===== src/rtl/hfx_pkg.sv =====
// shared types, constants and lookup functions of the http request field extractor
package hfx_pkg;

	localparam int PAYLOAD_LIMIT_DEF = 4095;
	localparam int FIELD_MAX_DEF     = 255;
	localparam int CNT_W             = 13;
	localparam int QUEUE_DEPTH       = 4;
	localparam int QUEUE_AW          = 2;
	localparam int VERB_COUNT        = 7;
	localparam logic [CNT_W-1:0] COUNT_MAX  = 13'd8191;
	localparam logic [CNT_W-1:0] MIN_PACKET = 13'd10;

	localparam logic [7:0] CH_CR  = 8'd13;
	localparam logic [7:0] CH_LF  = 8'd10;
	localparam logic [7:0] CH_SP  = 8'd32;
	localparam logic [7:0] CH_TAB = 8'd9;
	localparam logic [7:0] CH_VT  = 8'd11;
	localparam logic [7:0] CH_FF  = 8'd12;

	// configuration register indexes
	localparam logic [1:0] REG_URI_LIMIT   = 2'd0;
	localparam logic [1:0] REG_HOST_LIMIT  = 2'd1;
	localparam logic [1:0] REG_AGENT_LIMIT = 2'd2;

	// result kinds
	localparam logic [2:0] KIND_METHOD  = 3'd0;
	localparam logic [2:0] KIND_URI     = 3'd1;
	localparam logic [2:0] KIND_HOST    = 3'd2;
	localparam logic [2:0] KIND_AGENT   = 3'd3;
	localparam logic [2:0] KIND_VERDICT = 3'd4;

	typedef enum logic [3:0] {
		PH_METHOD    = 4'd0,
		PH_URI_SKIP  = 4'd1,
		PH_URI       = 4'd2,
		PH_URI_REST  = 4'd3,
		PH_HDR_NAME  = 4'd4,
		PH_HDR_SKIP  = 4'd5,
		PH_HDR_VALUE = 4'd6,
		PH_LINE_SKIP = 4'd7,
		PH_DONE      = 4'd8
	} phase_t;

	typedef struct packed {
		logic [7:0] data_byte;
		logic       end_of_packet;
	} in_item_t;

	typedef struct packed {
		logic [2:0] item_kind;
		logic       field_start;
		logic       has_char;
		logic [7:0] char_value;
		logic       verdict;
		logic       last;
	} out_item_t;

	// what one byte leaves for the back end: an optional field item and an optional verdict
	typedef struct packed {
		logic      fld_v;
		out_item_t fld;
		logic      vrd_v;
		logic      vrd;
	} entry_t;

	function automatic logic [3:0] verb_length(input logic [2:0] i);
		logic [3:0] r;
		case (i)
			3'd0: r = 4'd4;
			3'd1: r = 4'd5;
			3'd2: r = 4'd4;
			3'd3: r = 4'd7;
			3'd4: r = 4'd5;
			3'd5: r = 4'd8;
			3'd6: r = 4'd6;
			default: r = 4'd0;
		endcase
		return r;
	endfunction

	function automatic logic [7:0] verb_char(input logic [2:0] i, input logic [2:0] p);
		logic [63:0] txt;
		case (i)
			3'd0: txt = {"GET ", 32'd0};
			3'd1: txt = {"POST ", 24'd0};
			3'd2: txt = {"PUT ", 32'd0};
			3'd3: txt = {"DELETE ", 8'd0};
			3'd4: txt = {"HEAD ", 24'd0};
			3'd5: txt = "OPTIONS ";
			3'd6: txt = {"PATCH ", 16'd0};
			default: txt = 64'd0;
		endcase
		return txt[8*(7-p) +: 8];
	endfunction

	function automatic logic [7:0] host_char(input logic [3:0] p);
		logic [39:0] txt;
		txt = "host:";
		return (p < 4'd5) ? txt[8*(4-p[2:0]) +: 8] : 8'd0;
	endfunction

	function automatic logic [7:0] agent_char(input logic [3:0] p);
		logic [87:0] txt;
		txt = "user-agent:";
		return (p < 4'd11) ? txt[8*(10-p) +: 8] : 8'd0;
	endfunction

endpackage


===== src/rtl/hfx_front.sv =====
// front end: configuration registers and byte-wise request parser
module hfx_front #(
	parameter int PAYLOAD_LIMIT = hfx_pkg::PAYLOAD_LIMIT_DEF,
	parameter int FIELD_MAX     = hfx_pkg::FIELD_MAX_DEF
) (
	input  logic              clk,
	input  logic              arst_n,
	input  logic              accept,
	input  hfx_pkg::in_item_t item,
	input  logic              cfg_we,
	input  logic [1:0]        cfg_idx,
	input  logic [7:0]        cfg_val,
	output logic              push,
	output hfx_pkg::entry_t   entry
);

	logic [7:0] uri_lim_q, host_lim_q, agent_lim_q;
	logic [hfx_pkg::CNT_W-1:0] count_q, n_count;
	logic [6:0] vcand_q, n_vcand;
	hfx_pkg::phase_t phase_q, n_phase;
	logic [3:0] npos_q, n_npos;
	logic [1:0] hcand_q, n_hcand;
	logic [7:0] flen_q, n_flen;
	logic prev_cr_q, n_prev_cr, empty_q, n_empty, uri_q, n_uri, stop_q, n_stop;

	logic [7:0] b, lc, eff_uri, eff_host, eff_agent, hlim, lim, base_len;
	logic [hfx_pkg::CNT_W-1:0] pos;
	logic is_end, is_ignore, done, fc, fc_start, fc_has;
	logic [2:0] fc_kind;
	logic [6:0] vc;
	logic [1:0] hc;

	// configuration writes
	always_ff @(posedge clk or negedge arst_n) begin
		if (!arst_n) begin
			uri_lim_q   <= 8'd255;
			host_lim_q  <= 8'd255;
			agent_lim_q <= 8'd255;
		end else if (cfg_we) begin
			case (cfg_idx)
				hfx_pkg::REG_URI_LIMIT:   uri_lim_q   <= cfg_val;
				hfx_pkg::REG_HOST_LIMIT:  host_lim_q  <= cfg_val;
				hfx_pkg::REG_AGENT_LIMIT: agent_lim_q <= cfg_val;
				default: ;
			endcase
		end
	end

	// limits capped at the field maximum
	assign eff_uri   = (uri_lim_q > 8'(FIELD_MAX)) ? 8'(FIELD_MAX) : uri_lim_q;
	assign eff_host  = (host_lim_q > 8'(FIELD_MAX)) ? 8'(FIELD_MAX) : host_lim_q;
	assign eff_agent = (agent_lim_q > 8'(FIELD_MAX)) ? 8'(FIELD_MAX) : agent_lim_q;

	// parser next state and emitted items
	always_comb begin
		n_count   = count_q;
		n_vcand   = vcand_q;
		n_phase   = phase_q;
		n_npos    = npos_q;
		n_hcand   = hcand_q;
		n_flen    = flen_q;
		n_prev_cr = prev_cr_q;
		n_empty   = empty_q;
		n_uri     = uri_q;
		entry     = '0;
		b         = item.data_byte;
		pos       = count_q;
		lc        = (b >= "A" && b <= "Z") ? b + 8'd32 : b;
		is_end    = 1'b0;
		is_ignore = 1'b0;
		done      = 1'b0;
		fc        = 1'b0;
		fc_start  = 1'b0;
		fc_kind   = hfx_pkg::KIND_URI;
		vc        = vcand_q;
		hc        = hcand_q;
		hlim      = (hcand_q == 2'd1) ? eff_host : eff_agent;
		lim       = eff_uri;
		base_len  = flen_q;
		fc_has    = 1'b0;

		if (count_q < hfx_pkg::COUNT_MAX)
			n_count = count_q + 1'b1;
		n_stop = stop_q || (pos >= hfx_pkg::CNT_W'(PAYLOAD_LIMIT)) || (b == 8'd0);

		if (!n_stop) begin
			if (phase_q == hfx_pkg::PH_METHOD) begin
				// verb match across all candidates
				for (int i = 0; i < hfx_pkg::VERB_COUNT; i++) begin
					if (vc[i]) begin
						if (pos < {9'd0, hfx_pkg::verb_length(3'(i))} &&
						    b == hfx_pkg::verb_char(3'(i), pos[2:0])) begin
							if ((pos + 1'b1) == {9'd0, hfx_pkg::verb_length(3'(i))})
								done = 1'b1;
						end else begin
							vc[i] = 1'b0;
						end
					end
				end
				n_vcand = vc;
				if (vc == 7'd0) begin
					n_phase = hfx_pkg::PH_DONE;
				end else if (done) begin
					n_phase = hfx_pkg::PH_URI_SKIP;
				end else begin
					entry.fld_v = 1'b1;
					entry.fld.item_kind = hfx_pkg::KIND_METHOD;
					entry.fld.field_start = (pos == '0);
					entry.fld.has_char = 1'b1;
					entry.fld.char_value = b;
				end
			end else if (phase_q != hfx_pkg::PH_DONE) begin
				// line end classification
				if (b == hfx_pkg::CH_CR) begin
					is_end = 1'b1;
					n_prev_cr = 1'b1;
				end else if (b == hfx_pkg::CH_LF) begin
					is_ignore = prev_cr_q;
					is_end = !prev_cr_q;
					n_prev_cr = 1'b0;
				end else begin
					n_prev_cr = 1'b0;
				end

				if (is_end) begin
					if (phase_q == hfx_pkg::PH_URI_SKIP ||
					    (phase_q == hfx_pkg::PH_HDR_NAME && empty_q)) begin
						n_phase = hfx_pkg::PH_DONE;
					end else begin
						n_phase = hfx_pkg::PH_HDR_NAME;
						n_npos  = 4'd0;
						n_hcand = 2'd3;
						n_empty = 1'b1;
					end
				end else if (!is_ignore) begin
					n_empty = 1'b0;
					case (phase_q)
						hfx_pkg::PH_URI_SKIP: begin
							if (!(b == hfx_pkg::CH_SP || b == hfx_pkg::CH_TAB ||
							      b == hfx_pkg::CH_VT || b == hfx_pkg::CH_FF)) begin
								n_uri = 1'b1;
								n_phase = hfx_pkg::PH_URI;
								base_len = 8'd0;
								fc = 1'b1;
								fc_start = 1'b1;
							end
						end
						hfx_pkg::PH_URI: begin
							if (b == hfx_pkg::CH_SP || b == hfx_pkg::CH_TAB ||
							    b == hfx_pkg::CH_VT || b == hfx_pkg::CH_FF)
								n_phase = hfx_pkg::PH_URI_REST;
							else
								fc = 1'b1;
						end
						hfx_pkg::PH_HDR_NAME: begin
							if (hc[0] && !(npos_q < 4'd5 && lc == hfx_pkg::host_char(npos_q)))
								hc[0] = 1'b0;
							if (hc[1] && !(npos_q < 4'd11 && lc == hfx_pkg::agent_char(npos_q)))
								hc[1] = 1'b0;
							if (npos_q < 4'd15)
								n_npos = npos_q + 1'b1;
							n_hcand = hc;
							if (hc == 2'd0) begin
								n_phase = hfx_pkg::PH_LINE_SKIP;
							end else if ((hc[0] && npos_q == 4'd4) ||
							             (hc[1] && npos_q == 4'd10)) begin
								n_hcand = hc[0] ? 2'd1 : 2'd2;
								n_phase = hfx_pkg::PH_HDR_SKIP;
								n_flen = 8'd0;
								entry.fld_v = 1'b1;
								entry.fld.item_kind = hc[0] ? hfx_pkg::KIND_HOST
								                            : hfx_pkg::KIND_AGENT;
								entry.fld.field_start = 1'b1;
							end
						end
						hfx_pkg::PH_HDR_SKIP: begin
							if (!(b == hfx_pkg::CH_SP || b == hfx_pkg::CH_TAB)) begin
								n_phase = hfx_pkg::PH_HDR_VALUE;
								fc = 1'b1;
								fc_kind = (hcand_q == 2'd1) ? hfx_pkg::KIND_HOST
								                            : hfx_pkg::KIND_AGENT;
								lim = hlim;
							end
						end
						hfx_pkg::PH_HDR_VALUE: begin
							fc = 1'b1;
							fc_kind = (hcand_q == 2'd1) ? hfx_pkg::KIND_HOST
							                            : hfx_pkg::KIND_AGENT;
							lim = hlim;
						end
						default: ;
					endcase

					// field character within limit
					if (fc) begin
						fc_has = base_len < lim;
						n_flen = fc_has ? base_len + 1'b1 : base_len;
						if (fc_has || fc_start) begin
							entry.fld_v = 1'b1;
							entry.fld.item_kind = fc_kind;
							entry.fld.field_start = fc_start;
							entry.fld.has_char = fc_has;
							entry.fld.char_value = fc_has ? b : 8'd0;
						end
					end
				end
			end
		end

		// verdict and packet state return at end of packet
		if (item.end_of_packet) begin
			entry.vrd_v = 1'b1;
			entry.vrd = (n_count >= hfx_pkg::MIN_PACKET) && n_uri;
			n_count   = '0;
			n_vcand   = 7'h7f;
			n_phase   = hfx_pkg::PH_METHOD;
			n_npos    = 4'd0;
			n_hcand   = 2'd3;
			n_flen    = 8'd0;
			n_prev_cr = 1'b0;
			n_empty   = 1'b1;
			n_uri     = 1'b0;
			n_stop    = 1'b0;
		end
	end

	assign push = accept && (entry.fld_v || entry.vrd_v);

	// parser state
	always_ff @(posedge clk or negedge arst_n) begin
		if (!arst_n) begin
			count_q   <= '0;
			vcand_q   <= 7'h7f;
			phase_q   <= hfx_pkg::PH_METHOD;
			npos_q    <= 4'd0;
			hcand_q   <= 2'd3;
			flen_q    <= 8'd0;
			prev_cr_q <= 1'b0;
			empty_q   <= 1'b1;
			uri_q     <= 1'b0;
			stop_q    <= 1'b0;
		end else if (accept) begin
			count_q   <= n_count;
			vcand_q   <= n_vcand;
			phase_q   <= n_phase;
			npos_q    <= n_npos;
			hcand_q   <= n_hcand;
			flen_q    <= n_flen;
			prev_cr_q <= n_prev_cr;
			empty_q   <= n_empty;
			uri_q     <= n_uri;
			stop_q    <= n_stop;
		end
	end

endmodule


===== src/rtl/hfx_queue.sv =====
// small queue of parsed entries between front and back end
module hfx_queue (
	input  logic            clk,
	input  logic            arst_n,
	input  logic            push,
	input  hfx_pkg::entry_t wdata,
	input  logic            pop,
	output hfx_pkg::entry_t rdata,
	output logic            empty,
	output logic            full
);

	hfx_pkg::entry_t mem [hfx_pkg::QUEUE_DEPTH];
	logic [hfx_pkg::QUEUE_AW-1:0] wr_q, rd_q;
	logic [hfx_pkg::QUEUE_AW:0] cnt_q;

	assign empty = (cnt_q == '0);
	assign full  = (cnt_q == (hfx_pkg::QUEUE_AW+1)'(hfx_pkg::QUEUE_DEPTH));
	assign rdata = mem[rd_q];

	// storage
	always_ff @(posedge clk) begin
		if (push)
			mem[wr_q] <= wdata;
	end

	// pointers and fill count
	always_ff @(posedge clk or negedge arst_n) begin
		if (!arst_n) begin
			wr_q  <= '0;
			rd_q  <= '0;
			cnt_q <= '0;
		end else begin
			if (push)
				wr_q <= wr_q + 1'b1;
			if (pop)
				rd_q <= rd_q + 1'b1;
			if (push && !pop)
				cnt_q <= cnt_q + 1'b1;
			else if (pop && !push)
				cnt_q <= cnt_q - 1'b1;
		end
	end

endmodule


===== src/rtl/hfx_back.sv =====
// back end: splits queued entries into result items behind an output register
module hfx_back (
	input  logic                clk,
	input  logic                arst_n,
	input  hfx_pkg::entry_t     head,
	input  logic                head_v,
	output logic                pop,
	output logic                out_valid,
	input  logic                out_stall,
	output hfx_pkg::out_item_t  out_data
);

	logic valid_q, sent_q, load, send_fld;
	hfx_pkg::out_item_t data_q, nxt;

	assign load     = head_v && (!valid_q || !out_stall);
	assign send_fld = head.fld_v && !sent_q;
	assign pop      = load && !(send_fld && head.vrd_v);

	// pick field item first, then verdict
	always_comb begin
		nxt = head.fld;
		if (!send_fld) begin
			nxt = '0;
			nxt.item_kind = hfx_pkg::KIND_VERDICT;
			nxt.verdict = head.vrd;
			nxt.last = 1'b1;
		end
	end

	// output register
	always_ff @(posedge clk or negedge arst_n) begin
		if (!arst_n) begin
			valid_q <= 1'b0;
			sent_q  <= 1'b0;
		end else begin
			if (load)
				valid_q <= 1'b1;
			else if (!out_stall)
				valid_q <= 1'b0;
			if (load)
				sent_q <= send_fld && head.vrd_v;
		end
	end

	always_ff @(posedge clk) begin
		if (load)
			data_q <= nxt;
	end

	assign out_valid = valid_q;
	assign out_data  = data_q;

endmodule


===== src/rtl/http_request_field_extractor_core.sv =====
// top level of the http request field extractor
// a byte's items are written into the queue at its acceptance edge and then loaded into the output register
// throughput: one byte per cycle while the queue is not full; a byte ending a packet with a field item yields
// a field item and a verdict, absorbed by the four-entry queue between parser and output stage
// reset: asynchronous, clears parser state, queue and output valid; limits return to 255
module http_request_field_extractor_core #(
	parameter int PAYLOAD_LIMIT = hfx_pkg::PAYLOAD_LIMIT_DEF,
	parameter int FIELD_MAX     = hfx_pkg::FIELD_MAX_DEF
) (
	input  logic               clk,
	input  logic               arst_n,
	input  logic               in_valid,
	output logic               in_stall,
	input  hfx_pkg::in_item_t  in_data,
	output logic               out_valid,
	input  logic               out_stall,
	output hfx_pkg::out_item_t out_data,
	input  logic               cfg_valid,
	output logic               cfg_ready,
	input  logic [1:0]         cfg_index,
	input  logic [7:0]         cfg_data
);

	logic accept, push, pop, q_empty, q_full;
	hfx_pkg::entry_t entry, head;

	assign in_stall  = q_full;
	assign accept    = in_valid && !q_full;
	assign cfg_ready = 1'b1;

	hfx_front #(
		.PAYLOAD_LIMIT(PAYLOAD_LIMIT),
		.FIELD_MAX(FIELD_MAX)
	) u_front (
		.clk(clk),
		.arst_n(arst_n),
		.accept(accept),
		.item(in_data),
		.cfg_we(cfg_valid && cfg_ready),
		.cfg_idx(cfg_index),
		.cfg_val(cfg_data),
		.push(push),
		.entry(entry)
	);

	hfx_queue u_queue (
		.clk(clk),
		.arst_n(arst_n),
		.push(push),
		.wdata(entry),
		.pop(pop),
		.rdata(head),
		.empty(q_empty),
		.full(q_full)
	);

	hfx_back u_back (
		.clk(clk),
		.arst_n(arst_n),
		.head(head),
		.head_v(!q_empty),
		.pop(pop),
		.out_valid(out_valid),
		.out_stall(out_stall),
		.out_data(out_data)
	);

endmodule


===== config.mk =====
export PLATFORM = sky130hd
export DESIGN_NAME = http_request_field_extractor_core
export DESIGN_NICKNAME = d
export VERILOG_FILES = /design/src/rtl/hfx_pkg.sv /design/src/rtl/hfx_front.sv /design/src/rtl/hfx_queue.sv /design/src/rtl/hfx_back.sv /design/src/rtl/http_request_field_extractor_core.sv
export SDC_FILE = /design/constraint.sdc
export NUM_CORES = 1
export LEC_CHECK = 0
export BUFFER_PORTS_ARGS = -buffer_cell sky130_fd_sc_hd__clkbuf_2
export CAP_MARGIN = 20
export CORE_MARGIN = 2
export CORE_UTILIZATION = 55
export DETAILED_ROUTE_END_ITERATION = 10
export HOLD_SLACK_MARGIN = 0.12
export PLACE_DENSITY = 0.83
export SLEW_MARGIN = 20
export SYNTH_ARGS = -nofsm -noshare
export SYNTH_HDL_FRONTEND = slang
export SYNTH_SLANG_ARGS = --single-unit

===== constraint.sdc =====
create_clock -name clk -period 6.5 [get_ports clk]
set_input_delay 0.325 -clock clk [delete_from_list [all_inputs] [get_ports clk]]
set_output_delay 0.325 -clock clk [all_outputs]
set_load 0.05 [all_outputs]

==> summary.txt, run 1 <==
status = finished, final reports clean
GRT Resource Usage Total = 0.251
post-synthesis sequential area ratio = 0.439
via/cell ratio = 6.28
Int Power = 2.38 mW
WL/cell = 18.4 um
clock network fraction of total power = 0.245
Mapped Nets = 991
P&R area growth vs syn = 9.19%
Row Count = 47
crit-path max FO = 16
maxcap violations = 0
first-pass GRT wire length = 36300 um
EDFF count, synth = 74
Worst Tran Pin Value = 0.864 ns
PwrDens = 379 nW/um^2
distinct cell type count after synthesis = 88
YS warnings = 0
Die Ht = 135 um
CTS Buf Count = 17
clock latency on the worst-skew pair = 0.43 ns
drt pass-1 iters = 5
flops & latches, synth = 149
via count = 7387
Ports = 42
cts repair resizes = 0
CP max stage cell = dfrtp_1
Residual DRC = 0
Leak Pwr = 3.88 nW
Sequential Power Share = 0.372
Nets = 995
CTS root buf = clkbuf_16
Hold Fails Final Rpt = 0
clock sinks = 149
Mapped Area = 9420 um^2
ys flop type = edfxtp_1
Die X = 135 um
CP max stage delay = 0.65 ns
final setup skew = 0.0109 ns
crit path launch type = flop
gp weighted congestion = 0.952
Non-Filler Instances = 1177
Setup TNS = 0 ns
Routed Wire Length = 21700 um
Slew Limit Fails = 0
CP cell instances = buf_4, ha_1, nor2_1, a21boi_1, or4_1, a211o_1, or4_4, nor4_2, o31ai_2, a31oi_4, ha_1, inv_1, fa_1, xor2_1, nor2_1, xor2_1
Worst Path Required = 6.85 ns
post-route minimum period = 5.18 ns
die area = 18200 um^2
Core ar. = 16600 um^2
worst relative slew slack = 0.424
CP Class = reg -> reg
commonest cells after routing, fill and taps aside = 74 x nor2_1, 74 x edfxtp_1, 61 x a21oi_1
peak supply drop = 269 uV
Ant. Diodes = 0
Syn Inst Count = 940
RSZ-0062 raised after global routing = false
IO Port Bufs = 40
Fillers = 1305
vias in the first global route = 7263
Peak Freq = 193 MHz
CTS tree = yes
Final ANT Viol Nets = 0
final setup violation count = 0
Clock Pin Slew Worst Setup and Hold Paths = 0.06 ns
CP endpoint kind = flop
total congestion overflow = 0
DR iter-0 viols = 572
largest net degree at the start of global routing = 76
Hold WC Path Type = in -> reg
Synth async-reset ratio = 0.503
Synth Area per Inst = 10.0 um^2
H-tree depth = 4
switching power = 1.51 mW
Switching Share = 0.388
Placed Cells = 1143
CTS Buffer Depth = 2
Data arrival, critical path = 5.53 ns
initial antenna violation count = 0
final worst-path cycle share = 0.796
Comb power frac = 0.383
share of layout cells above drive strength 1 = 0.180
initial core utilization = 0.566
hpwl dp = 14700 um
-- flip-flops by register name (all words and copies together), names as in the netlist, 3 cells and up --
register	count
u_front.npos_q	4
u_front.flen_q	8
u_front.phase_q	4
u_front.uri_lim_q	8
u_front.vcand_q	7
u_front.host_lim_q	8
u_front.count_q	13
u_back.out_data	14
u_queue.cnt_q	3
u_queue.mem	60
u_front.agent_lim_q	8
-- worst paths after layout --
| kind | cells past startpoint | startpoint | slack, ns | endpoint |
|---|---|---|---|---|
| min | 2 | cfg_data[2] | 0.16 | u_front.uri_lim_q[2] |
| max in group asynchronous | 2 | arst_n | 5.47 | u_queue.rd_q[0] |
| min in group asynchronous | 2 | arst_n | 0.49 | u_front.count_q[12] |
| max | 16 | u_front.npos_q[0] | 1.32 | u_queue.cnt_q[2] |
| min reg2reg | 1 | u_queue.cnt_q[2] | 0.50 | u_queue.cnt_q[2] |
| max reg2reg | 16 | u_front.npos_q[0] | 1.32 | u_queue.cnt_q[2] |
-- per-layer routing --
metal / vias up / global-route usage / routed length [um]
met3: 47 / 0.0477 / 1490
met1: 3566 / 0.340 / 9440
met4: 0 / 0.105 / 465
met5: - / 0 / 0
met2: 274 / 0.398 / 10300
li1: 3500 / - / -
-- cells by family (layout without fill, tap and decap cells) --
logic type / Yosys count / count (layout) / share of synthesized area
flops: 149 / 149 / 0.439
other cells: 1 / 1 / 0.000398
xor+xnor: 33 / 33 / 0.0307
simple gates: 335 / 335 / 0.193
fa+ha+maj: 28 / 28 / 0.0377
buf+inv: 100 / 117 / 0.0425
mux: 59 / 59 / 0.0874
compound gates: 235 / 235 / 0.168
-- power groups by stage --
stage                     Clock [mW]  Combinational (mW)  Sequential (mW)
after global placement             0                1.44             1.45
final                          0.953                1.49             1.45
after floorplan                    0                1.11             1.49
after CTS                      0.966                1.49             1.45
after detailed placement           0                1.47             1.46
after global routing            1.00                1.64             1.48
-- cell usage after synthesis, types with 6 or more instances --
cell	n	area, um^2
and3_1	12	75.1
edfxtp_1	74	2220
a211oi_1	10	75.1
nor2b_1	33	206
nand4_1	10	62.6
mux4_2	15	338
or3_1	7	43.8
ha_1	26	325
xor2_1	11	96.3
o22a_1	6	52.6
o211ai_1	8	60.1
nor3_1	23	115
buf_2	11	55.1
clkbuf_1	43	161
xnor2_1	22	193
nand3_1	26	130
mux2i_1	14	140
nand3b_1	7	52.6
nor2_1	74	278
a31oi_1	15	93.8
and2_1	17	106
mux2_2	26	293
a211o_1	8	70.1
inv_1	35	131
nor3b_1	9	67.6
a21oi_1	61	305
nor4_1	11	68.8
dfstp_2	34	893
nand2_1	54	203
o21ai_0	46	230
a21o_1	8	60.1
dfrtp_1	41	1030
buf_1	8	30.0
o31ai_1	8	60.1
nand2b_1	17	106
-- area by class of cell --
type                    count  area, um^2  area share
multi-input cells         691        4880       0.474
well taps                 220         275      0.0268
clock buffers              17         425      0.0413
clock inverters            15         146      0.0142
flip-flops and latches    149        4140       0.403
inverters                  35         131      0.0128
repair buffers             50         287      0.0278
-- worst max-delay path: cells and delay by family, from the launching register on --
family	cells	cell delay [ns]
AOI/OAI and AO/OA	4	0.95
xor gates and xnor gates	2	0.32
adders and majority gates	3	1.13
buffers and inverters	2	0.36
DFF	1	0.65
and+or+nand+nor	5	1.67
-- through the flow --
stage | hold slack (ns) | power, mW | instance area, um^2 | utilization | setup WS [ns]
finish | 0.158 | 3.90 | 10300 | 0.618 | 1.32
global route | 0.161 | 4.13 | 10300 | 0.618 | 0.947
CTS | 0.146 | 3.90 | 10300 | 0.618 | 1.36
detailed placement | 0.486 | 2.93 | 9690 | 0.582 | 1.37
global placement | 0.470 | 2.89 | 9690 | 0.582 | 1.48
floorplan | 0.0294 | 2.61 | 9420 | - | 1.92
-- repair_timing --
action / in CTS / in global routing
buffers inserted: 0 / 0
hold buffers: 2 / 0
hold endpoints to repair: 42 / 0
(Power assumes the default switching activity.)
==> run 2: changes to the inputs <==
Settings changed: ABC_AREA from default to 1.
Clock period 6.5 ns to 4.8 ns, I/O delays scaled along.
==> run 2 against run 1 <==
  * Sequential power up 36%
  * Total power up 53%
  * Non-clock buffer count up 8
  * Combinational power up 77%
  * Synthesized cell count up 26%
  * Register-to-register slack worse by 0.75 ns
  * Fmax up 23%
  * Clock power up 43%
  * Die area down 0.24%
  * Sequential share of layout area down 0.59 points
  * Largest power group unchanged
==> summary.txt, run 2 <==
status = finished, final reports clean
Row Count = 47
switching power = 2.63 mW
Core ar. = 16600 um^2
top-count cell post-synth = nand2_1
CP startpoint = u_front.phase_q[3]
Switching Share = 0.441
CTS Buf Count = 17
Final Worst Setup Slack = 0.578 ns
clock network fraction of total power = 0.228
clock sinks = 149
CP Class = reg -> reg
Post-synth top cells = 247 x nand2_1, 151 x nor2_1, 108 x inv_1
Worst Path Required = 5.11 ns
distinct cell type count after synthesis = 57
Hold Startpoint = in_data[0]
final setup skew = 0.0113 ns
Ports = 42
vias in the first global route = 8036
RSZ-0062 raised after global routing = false
Comb power frac = 0.443
Place WS = 0.441 ns
final setup violation count = 0
P&R area growth vs syn = 11.0%
Peak Freq = 237 MHz
Worst Tran Pin Value = 0.940 ns
Int Power = 3.34 mW
post-synthesis sequential area ratio = 0.441
Clock Pin Slew Worst Setup and Hold Paths = 0.06 ns
YS warnings = 0
peak supply drop = 415 uV
PwrDens = 572 nW/um^2
CTS tree = yes
IO Port Bufs = 40
Worst Hold Path EP = u_queue.mem[2][1]
Leak Pwr = 4.70 nW
post-synth top area share = 0.236
total congestion overflow = 0
Top reg by flops = u_queue.mem
Nets = 1270
FF-to-FF End = u_queue.cnt_q[2]
final worst-path cycle share = 0.880
die area = 18200 um^2
Syn Inst Count = 1180
Setup TNS = 0 ns
ys flop type = edfxtp_1
Residual DRC = 0
EDFF count, synth = 74
drt pass-1 iters = 5
max FFs per register = 60
flops & latches, synth = 149
Die X = 135 um
DR iter-0 viols = 652
via count = 8274
leading area contributor after synthesis = edfxtp_1
initial antenna violation count = 0
post-route minimum period = 4.22 ns
Ant. Diodes = 0
commonest non-fill, non-tap cell in the layout = nand2_1
Synth Area per Inst = 7.97 um^2
largest net degree at the start of global routing = 76
Worst Hold Depth = 1
r2r setup slk = 0.58 ns
Sequential Power Share = 0.330
GRT Resource Usage Total = 0.267
initial core utilization = 0.565
Mapped Nets = 1231
crit path launch type = flop
R2R depth = 25
via/cell ratio = 5.70
Routed Wire Length = 23100 um
Area contributors post-synth = edfxtp_1 24%, dfrtp_1 11%, nand2_1 9.9%, dfstp_2 9.5%, nor2_1 6.0%
Slew Limit Fails = 0
CTS root buf = clkbuf_16
clock latency on the worst-skew pair = 0.43 ns
Synth async-reset ratio = 0.503
Data arrival, critical path = 4.53 ns
WL/cell = 15.9 um
H-tree depth = 4
Post-CTS Setup Inserts = 0
commonest cells after routing, fill and taps aside = 247 x nand2_1, 151 x nor2_1, 108 x inv_1
maxcap violations = 0
first-pass GRT wire length = 38300 um
gp weighted congestion = 0.979
worst relative slew slack = 0.373
Worst R2R Start = u_front.phase_q[3]
Hold Fails Final Rpt = 0
CP endpoint kind = flop
share of layout cells above drive strength 1 = 0.165
crit-path max FO = 15
Mapped Area = 9400 um^2
Final ANT Viol Nets = 0
CTS Buffer Depth = 2
Die Ht = 135 um
hpwl dp = 16500 um
Hold WC Path Type = in -> reg
-- run 2: layer usage --
layer | up-vias | routed length [um] | share of wire | global-route usage
li1 | 4013 | - | - | -
met1 | 3851 | 9510 | 0.41 | 0.332
met2 | 329 | 11300 | 0.49 | 0.454
met3 | 81 | 1460 | 0.063 | 0.0507
met4 | 0 | 817 | 0.035 | 0.119
met5 | - | 0 | 0 | 0
-- run 2: logic make-up (layout without fill, tap and decap cells) --
group                    after synthesis  after routing  synth area share
other                                  1              1          0.000399
AO/OA/AOI/OAI                        202            202             0.117
flip-flops                           149            149             0.441
XOR/XNOR                              31             31            0.0289
AND/OR/NAND/NOR                      601            601             0.301
multiplexers                           1              1           0.00120
adder cells (fa/ha/maj)               27             27            0.0367
buffers and inverters                168            220            0.0747
-- run 2: how the worst max path moves through the flow --
stage                                   to  slack, ns  cells after the start
after floorplan           u_queue.cnt_q[2]       1.03                     26
after global placement    u_queue.cnt_q[2]       0.63                     27
after detailed placement  u_queue.cnt_q[2]       0.44                     27
after CTS                 u_queue.cnt_q[2]       0.57                     25
after global routing      u_queue.cnt_q[2]       0.11                     25
final                     u_queue.cnt_q[2]       0.58                     25
-- run 2: timing repair --
item / 4_1_cts / 5_1_grt
hold buffers: 10 / 0
resized for setup: 0 / 0
endpoints found under the hold margin: 66 / 0
-- run 2: final cells by class --
class / instances / area, um^2
multi-input combinational: 863 / 4560
tap: 220 / 275
fill: 1415 / 6200
timing repair buffer: 58 / 363
sequential: 149 / 4140
inverter: 130 / 499
clock inverter: 14 / 174
clock buffer: 18 / 429
-- run 2: power groups by stage --
stage / Combinational, mW / Clock, mW / Sequential (mW)
final: 2.64 / 1.36 / 1.97
after detailed placement: 2.60 / 0 / 1.99
after global routing: 2.95 / 1.43 / 2.00
after global placement: 2.54 / 0 / 1.97
after CTS: 2.63 / 1.37 / 1.97
after floorplan: 1.90 / 0 / 2.09
-- run 2: critical path, stage by stage, from the launching register on --
cell	delay, ns
dfrtp_1	0.40
inv_1	0.06
nand2_1	0.07
nor3_1	0.34
inv_1	0.09
nand2_1	0.09
nand2_1	0.08
inv_1	0.26
o21ai_0	0.14
o21ai_0	0.12
ha_1	0.29
a21oi_1	0.14
nor2_1	0.05
a211oi_1	0.33
a21oi_2	0.13
nand2_2	0.11
nand3_4	0.08
nand3_4	0.08
nand2_4	0.11
inv_1	0.07
ha_1	0.13
inv_1	0.07
fa_1	0.44
a21oi_1	0.14
o21ai_0	0.11
xor2_1	0.15
-- run 2: stage by stage --
step / hold slack, ns / cell area, um^2 / utilization / cells / power [mW]
after floorplan: -0.0556 / 9400 / - / 1180 / 3.99
after global placement: 0.432 / 9740 / 0.585 / 1410 / 4.52
after detailed placement: 0.440 / 9740 / 0.585 / 1410 / 4.59
after CTS: 0.245 / 10400 / 0.627 / 1452 / 5.96
after global routing: 0.265 / 10400 / 0.627 / 1452 / 6.38
final: 0.252 / 10400 / 0.627 / 1452 / 5.97
==> run 3: changes to the inputs <==
Settings changed: ABC_AREA 1 to default.
==> run 3 against run 2 <==
  * Utilization is 1.2 points higher
  * First-iteration DRC count is 14% higher
  * Non-clock buffer count is 33 higher
  * Clock-buffer cell count is 1 higher
  * Critical path depth is 9 lower
  * Flip-flop and latch count stayed put
  * Register-to-register slack worse by 0.25 ns
  * Largest cell class unchanged
  * Largest power group unchanged
==> summary.txt, run 3 (same netlist as run 1, synthesis figures left out) <==
status = finished, final reports clean
crit-path max FO = 10
fin util = 0.639
final worst-path cycle share = 0.933
initial core utilization = 0.566
Routed Wire Length = 22800 um
finished layout cell area = 10600 um^2
CP max stage delay = 0.56 ns
CTS Buf Count = 17
P&R area growth vs syn = 12.9%
Top reg by flops = u_queue.mem
Die Ht = 135 um
Clock Pin Slew Worst Setup and Hold Paths = 0.06 ns
Worst Tran Pin Value = 1.06 ns
gp weighted congestion = 0.969
first-pass GRT wire length = 37300 um
post-route minimum period = 4.48 ns
crit path launch type = flop
via/cell ratio = 6.32
CTS root buf = clkbuf_16
IO Port Bufs = 40
Final ANT Viol Nets = 0
CTS tree = yes
final setup violation count = 0
vias in the first global route = 7474
Total Power = 5.46 mW
CP Class = reg -> reg
Worst Path Required = 5.15 ns
max FFs per register = 60
clock sinks = 149
CP cell instances = inv_1, ha_1, mux2i_1, xor2_1, nand3_1, nor4_1, o31ai_1, a31oi_1, nand4_1, a31oi_4, ha_1, inv_1, fa_1, xor2_1, nor2_1, xor2_1
RSZ-0062 raised after global routing = false
CP endpoint kind = flop
Place WS = 0.193 ns
CP dominant cell by count = xor2_1
die area = 18200 um^2
Non-Filler Instances = 1218
Leak Pwr = 4.10 nW
Hold Fails Final Rpt = 0
Data arrival, critical path = 4.83 ns
PwrDens = 513 nW/um^2
GRT Resource Usage Total = 0.260
Hold WC Path Type = in -> reg
Peak Freq = 223 MHz
drt pass-1 iters = 6
worst relative slew slack = 0.294
clock latency on the worst-skew pair = 0.43 ns
H-tree depth = 4
Final Worst Setup Slack = 0.323 ns
commonest cells after routing, fill and taps aside = 74 x nor2_1, 74 x edfxtp_1, 61 x a21oi_1
Slew Limit Fails = 0
Setup TNS = 0 ns
Post-CTS Setup Inserts = 0
Fillers = 1309
CP delay by family, top = adder cells
DR iter-0 viols = 741
Ports = 42
maxcap violations = 0
largest net degree at the start of global routing = 76
Row Count = 47
initial antenna violation count = 0
Nets = 1036
peak supply drop = 416 uV
Placed Area = 9940 um^2
CTS Buffer Depth = 2
total congestion overflow = 0
share of layout cells above drive strength 1 = 0.206
Die X = 135 um
Ant. Diodes = 0
Buf+Inv Stages, Crit Path = 2
via count = 7695
WL/cell = 18.7 um
Residual DRC = 0
Placed Cells = 1176
CP max stage cell = nor4_1
hpwl dp = 15500 um
final setup skew = 0.0142 ns
Core ar. = 16600 um^2
Fin Hold WS = 0.316 ns
-- run 3: cell types whose count changed in the layout (fill, tap and decap cells not counted), moves of 19 or more --
cell / delta
buf_4: +33
inv_1: -73
mux2_2: +25
nand2_1: -193
nand2_2: -19
nand3_1: -37
nor2_1: -77
nor2b_1: +33
o21ai_0: -56
xnor2_1: +20
-- run 3: worst register-to-register path, delay by kind of cell (launching register included) --
| family | cells | cell delay [ns] |
|---|---|---|
| compound gates | 3 | 0.85 |
| xor+xnor | 3 | 0.48 |
| fa+ha+maj | 3 | 1.11 |
| buf+inv | 2 | 0.21 |
| flops | 1 | 0.48 |
| mux | 1 | 0.24 |
| simple gates | 4 | 1.04 |
-- run 3: per-layer routing --
layer,part of all wire,GRT usage,vias up
met4,0.021,0.0942,0
met5,0,0,-
met1,0.42,0.342,3722
met3,0.069,0.0484,54
met2,0.49,0.431,332
li1,-,-,3587
-- run 3: final timing paths --
| check | from | endpoint | slack, ns | cells after the start |
|---|---|---|---|---|
| max | u_front.count_q[1] | u_queue.cnt_q[2] | 0.32 | 16 |
| min reg2reg | u_back.out_valid | u_back.out_valid | 0.50 | 2 |
| min in group asynchronous | arst_n | u_front.npos_q[3] | 0.54 | 2 |
| max reg2reg | u_front.count_q[1] | u_queue.cnt_q[2] | 0.32 | 16 |
| min | cfg_index[1] | u_front.uri_lim_q[0] | 0.32 | 3 |
| max in group asynchronous | arst_n | u_front.flen_q[0] | 3.57 | 2 |
-- run 3: timing repair --
item	in CTS	in global routing
resized for setup	0	1
endpoints found under the setup margin	0	2
hold buffers	10	0
hold endpoints to repair	66	0
-- run 3: area by class of cell --
cell class                 count  area [um^2]  share of cell area
inverter                      35          131              0.0123
tap                          220          275              0.0259
multi-input combinational    691         4890               0.460
clock inverter                13          145              0.0136
sequential                   149         4140               0.389
clock buffer                  19          443              0.0416
timing repair buffer          91          611              0.0574
-- run 3: power breakdown --
group	switching [mW]	internal, mW	total [mW]	leakage [nW]
registers	0.134	1.71	1.84	1.60
logic	1.40	0.880	2.28	2.21
clock network	0.557	0.787	1.34	0.288
